<file path="config.mk">
export PLATFORM = sky130hd
export DESIGN_NAME = prs_seed_table
export DESIGN_NICKNAME = d
export VERILOG_FILES = /design/src/sv/prs_seed_table.sv
export SDC_FILE = /design/constraint.sdc
export NUM_CORES = 1
export LEC_CHECK = 0
export BUFFER_PORTS_ARGS = -buffer_cell sky130_fd_sc_hd__buf_2
export CAP_MARGIN = 5
export CORE_ASPECT_RATIO = 0.5
export CORE_MARGIN = 3
export CORE_UTILIZATION = 59
export DETAILED_ROUTE_END_ITERATION = 10
export MAX_ROUTING_LAYER = met4
export PLACE_DENSITY = 0.75
export SLEW_MARGIN = 20
export SYNTH_ARGS = -nofsm -noshare
export SYNTH_HDL_FRONTEND = slang
export SYNTH_SLANG_ARGS = --single-unit
</file>
<file path="constraint.sdc">
create_clock -name clk_i -period 2.6 [get_ports clk_i]
set_clock_uncertainty 0.05 [all_clocks]
set_input_delay 0.26 -clock clk_i [delete_from_list [all_inputs] [get_ports clk_i]]
set_output_delay 0.26 -clock clk_i [all_outputs]
set_load 0.05 [all_outputs]
</file>
<file path="src/sv/prs_seed_table.sv">
// seed table: seed memory with registered read and per-sequence seeded flags
`timescale 1ns / 1ps

module prs_seed_table #(
  parameter int SEQ_COUNT = 16,
  parameter int IDX_W     = (SEQ_COUNT > 1) ? $clog2(SEQ_COUNT) : 1
) (
  input  logic             clk_i,
  input  logic             rst_ni,
  input  logic             we_i,
  input  logic [IDX_W-1:0] waddr_i,
  input  logic [63:0]      wdata_i,
  input  logic             re_i,
  input  logic [IDX_W-1:0] raddr_i,
  output logic [63:0]      rdata_o,
  output logic             seeded_o
);
  logic [63:0]          mem_q [SEQ_COUNT];
  logic [63:0]          rdata_q;
  logic [SEQ_COUNT-1:0] flag_q;
  logic                 seeded_q;

  always_ff @(posedge clk_i) begin
    if (we_i) begin
      mem_q[waddr_i] <= wdata_i;
    end
    if (re_i) begin
      rdata_q <= mem_q[raddr_i];
    end
  end

  always_ff @(posedge clk_i or negedge rst_ni) begin
    if (!rst_ni) begin
      flag_q   <= '0;
      seeded_q <= 1'b0;
    end else begin
      if (we_i) begin
        flag_q[waddr_i] <= 1'b1;
      end
      if (re_i) begin
        seeded_q <= flag_q[raddr_i];
      end
    end
  end

  assign rdata_o  = rdata_q;
  assign seeded_o = seeded_q;
endmodule

</file>
==> impl_summary.md <==
Placed design
The HPWL after detailed placement is 45.2 mm. In this run the tool buffered the top-level ports with 140 buffer cells. Counting tap cells, the placed design contains a total of 2622 instances. At the end of routability-driven placement, the weighted congestion stood at 0.740.

STA
The smallest clock period supported by the final layout is computed as 1.78 ns. Static timing analysis puts the maximum clock frequency at 560 MHz. Summed over all failing endpoints, the final setup total negative slack is 0 ns. Setup repair after global routing left no endpoint under its margin.

The number of hold-slack violations in the final timing report is 0. Measured against its own limit, the worst slew margin works out to 56.5%. The max-slew violation count is 0. The slew at the pin closest to its max-slew limit is 0.651 ns. The fraction of the cycle the final worst path needs is 68.6%. The setup violation total in the final timing report is 0.

Die
The die outline area is 73100 um2. 141 I/O pins were placed. The number of core rows is 67. The initial utilization of the core area, before any placement, comes to 60.5%.

The placeable core area is 68000 um2. The die height is 193 um. In this run the horizontal extent of the chip is 379 um.

CTS
Clock tree synthesis found a total of 1105 sinks. The cell at the root of the clock tree is sky130_fd_sc_hd__clkbuf_16. The clock reaches the later pin of the worst-skew pair after 0.64 ns. In this run the number of H-tree levels came out at 3. After clock tree synthesis, the repair step resized 0 gates. TritonCTS built the clock tree. The clock slew seen by the registers of the worst setup and hold paths is 0.07 ns. No sink is reached through more buffers than the 3 on the longest clock path. The number of setup buffers added after CTS is 0. The CTS buffer count is 91.

Power and ir drop
The maximum ir drop on the vdd rail is 531 uV. The total chip power is 0.0361 W. For this design the ratio of total power to cell area is 761 nW/um2. The reported leakage power is 15.0 nW.

Yosys
Synthesis produced 1544 cells. Ranked by total cell area, the synthesized netlist is headed by sky130_fd_sc_hd__edfxtp_1, sky130_fd_sc_hd__mux4_2, sky130_fd_sc_hd__dfrtp_1. The largest total area in the synthesized netlist belongs to sky130_fd_sc_hd__edfxtp_1. The number of nets in the synthesized netlist is 1620. The count of warnings emitted by yosys is 0. Sequential cells were found to cover 80.5% of the synthesized design area. The synthesized design contains 1105 register bits.

The cell area that synthesis handed to floorplanning was 41100 um2. Each instance of the synthesized netlist takes up on average 26.6 um2. The unique cell type count in the Yosys netlist is 17. The proportion of netlist area held by the largest area contributor is 79.5%.

Critical path
Traced cell by cell, the critical path runs through mux4_2, mux4_2. The most common cell type on the critical path is sky130_fd_sc_hd__mux4_2. The worst register-to-register path has a depth of 2.

Following the worst setup path forward leads to its endpoint at rdata_o[36]. The worst setup path is captured at a register. The worst setup path is launched from a register. The internal reg-to-reg setup slack is 0.82 ns. The worst setup path is of the register to register kind.

The slowest stage of the critical path belongs to the cell sky130_fd_sc_hd__mux4_2. The cell depth of the worst setup path is 2. The endpoint identified for the worst register-to-register timing path is rdata_o[36].

Tracing the worst setup path back leads to its startpoint at mem_q[2][36]. The maximum fanout count along the critical path is 1. For this run, the slowest stage of the critical path takes 0.53 ns.

The startpoint identified for the worst register-to-register timing path is mem_q[2][36]. The critical path buffer and inverter count is 0. At the worst endpoint, the required time is 2.91 ns. The kind of cell adding the most delay to the critical path is multiplexers. The data arrival time of the worst path is 2.10 ns.

Global routing
The maximum number of pins on one net before global-route repair is 66. The overflow left after global routing is 0. In the global route stage, overall resource usage came out at 27.7%.

The initial antenna violation count came to 1. The first-pass GRT wire length is 137 mm. The via count of the first global-routing pass is 19876.

Detailed routing
The detailed-route via count is 18553. The first routing iteration left 2423 violations. The mean number of vias per cell is 6.50.

The first detailed-routing pass took 5 iterations. The mean routed wirelength per cell is 32.9 um. Summed over all layers, the routed wires come to 93.9 mm. Once detail routing completed, the nets flagged for antenna violations numbered 0.

For this run, design rule violations remaining after detail routing come to 0.

Cells and area
In the final layout, the share of cells above drive strength 1 is 36.5%. The layout overhead on the synthesized area is 15.4%. The commonest non-fill, non-tap cell in the layout is sky130_fd_sc_hd__edfxtp_1. For this run, the number of standard cells in the final layout without fillers is 2853. In the layout the commonest cells are sky130_fd_sc_hd__edfxtp_1, sky130_fd_sc_hd__mux4_2, sky130_fd_sc_hd__buf_2. The final layout contains 1925 nets. The final core utilization is 69.8%.

Hold path
The tightest min-delay check is of the input pin to asynchronous set/reset pin type.

Outcome
The run finished with clean final reports.

Flow run
The number of max-cap violations is 0.
sequential cells by signal, indices dropped and copies added, names as in the netlist:
register,flops
flag_q,16
rdata_o,64
mem_q,1024
seeded_o,1
cells by family (layout without fill, tap and decap cells):
logic type / count (synthesis) / count (layout) / share of synthesized area, %
simple gates: 39 / 39 / 0.511
buf+inv: 72 / 449 / 1.16
mux: 328 / 328 / 17.8
flops: 1105 / 1105 / 80.5
other cells: 0 / 1 / 0
worst reg2reg max path, stage by stage (launching register included):
cell                       delay [ns]
sky130_fd_sc_hd__edfxtp_1        0.41
sky130_fd_sc_hd__mux4_2          0.54
sky130_fd_sc_hd__mux4_2          0.51
cells in the mapped netlist:
| master | instances |
|---|---|
| sky130_fd_sc_hd__edfxtp_1 | 1088 |
| sky130_fd_sc_hd__mux4_2 | 324 |
| sky130_fd_sc_hd__clkbuf_1 | 25 |
| sky130_fd_sc_hd__buf_6 | 24 |
| sky130_fd_sc_hd__buf_2 | 20 |
| sky130_fd_sc_hd__dfrtp_1 | 17 |
| sky130_fd_sc_hd__or2_2 | 16 |
| sky130_fd_sc_hd__nor2_1 | 12 |
| sky130_fd_sc_hd__nor3_1 | 4 |
| sky130_fd_sc_hd__buf_1 | 3 |
| sky130_fd_sc_hd__mux2i_1 | 3 |
| sky130_fd_sc_hd__nand2b_1 | 2 |
| sky130_fd_sc_hd__nand3b_1 | 2 |
| sky130_fd_sc_hd__mux2_2 | 1 |
| sky130_fd_sc_hd__nand2_1 | 1 |
| sky130_fd_sc_hd__nand3_1 | 1 |
| sky130_fd_sc_hd__or3b_2 | 1 |
where the power goes:
| part | total, W | leakage, nW | internal, W | switching [W] |
|---|---|---|---|---|
| logic | 0.00228 | 3.58 | 0.000957 | 0.00132 |
| registers | 0.0202 | 10.1 | 0.0201 | 0.000170 |
| clock network | 0.0136 | 1.41 | 0.00749 | 0.00608 |
metrics by stage:
| stage | setup WS, ns | cell area, um2 | hold WS (ns) |
|---|---|---|---|
| after floorplan | -0.253 | 41200 | -0.0856 |
| after global placement | 0.359 | 43900 | 0.140 |
| after detailed placement | 0.316 | 43900 | 0.162 |
| after CTS | 0.807 | 47400 | 0.0127 |
| after global routing | 0.813 | 47400 | 0.0672 |
| final | 0.816 | 47400 | 0.0384 |
worst min-delay path by stage:
stage | slack, ns | cells past startpoint | startpoint | to
2_1_floorplan | -0.09 | 0 | rst_ni | flag_q[0]
3_3_place_gp | 0.14 | 1 | rst_ni | seeded_o
3_5_place_dp | 0.16 | 1 | rst_ni | seeded_o
4_1_cts | 0.01 | 2 | rst_ni | seeded_o
5_1_grt | 0.07 | 2 | rst_ni | seeded_o
6_report | 0.04 | 2 | rst_ni | seeded_o
routing by layer:
metal | wire (um) | GRT usage (%)
met1 | 33400 | 35.6
met4 | 3370 | 10.1
met5 | 0 | -
met2 | 49800 | 46.2
met3 | 7410 | 4.15
what timing repair did:
action	in CTS	in global routing
setup endpoints to repair	0	0
hold buffers	65	0
hold endpoints to repair	1041	0
area by class of cell:
cell class | count | area, um2
multi-input cells | 367 | 7690
clock inverters | 51 | 479
repair buffers | 284 | 2600
flip-flops and latches | 1105 | 33100
well taps | 931 | 1160
diodes | 1 | 2.50
clock buffers | 114 | 2420
fillers | 3728 | 20500
(Power assumes the default switching activity.)
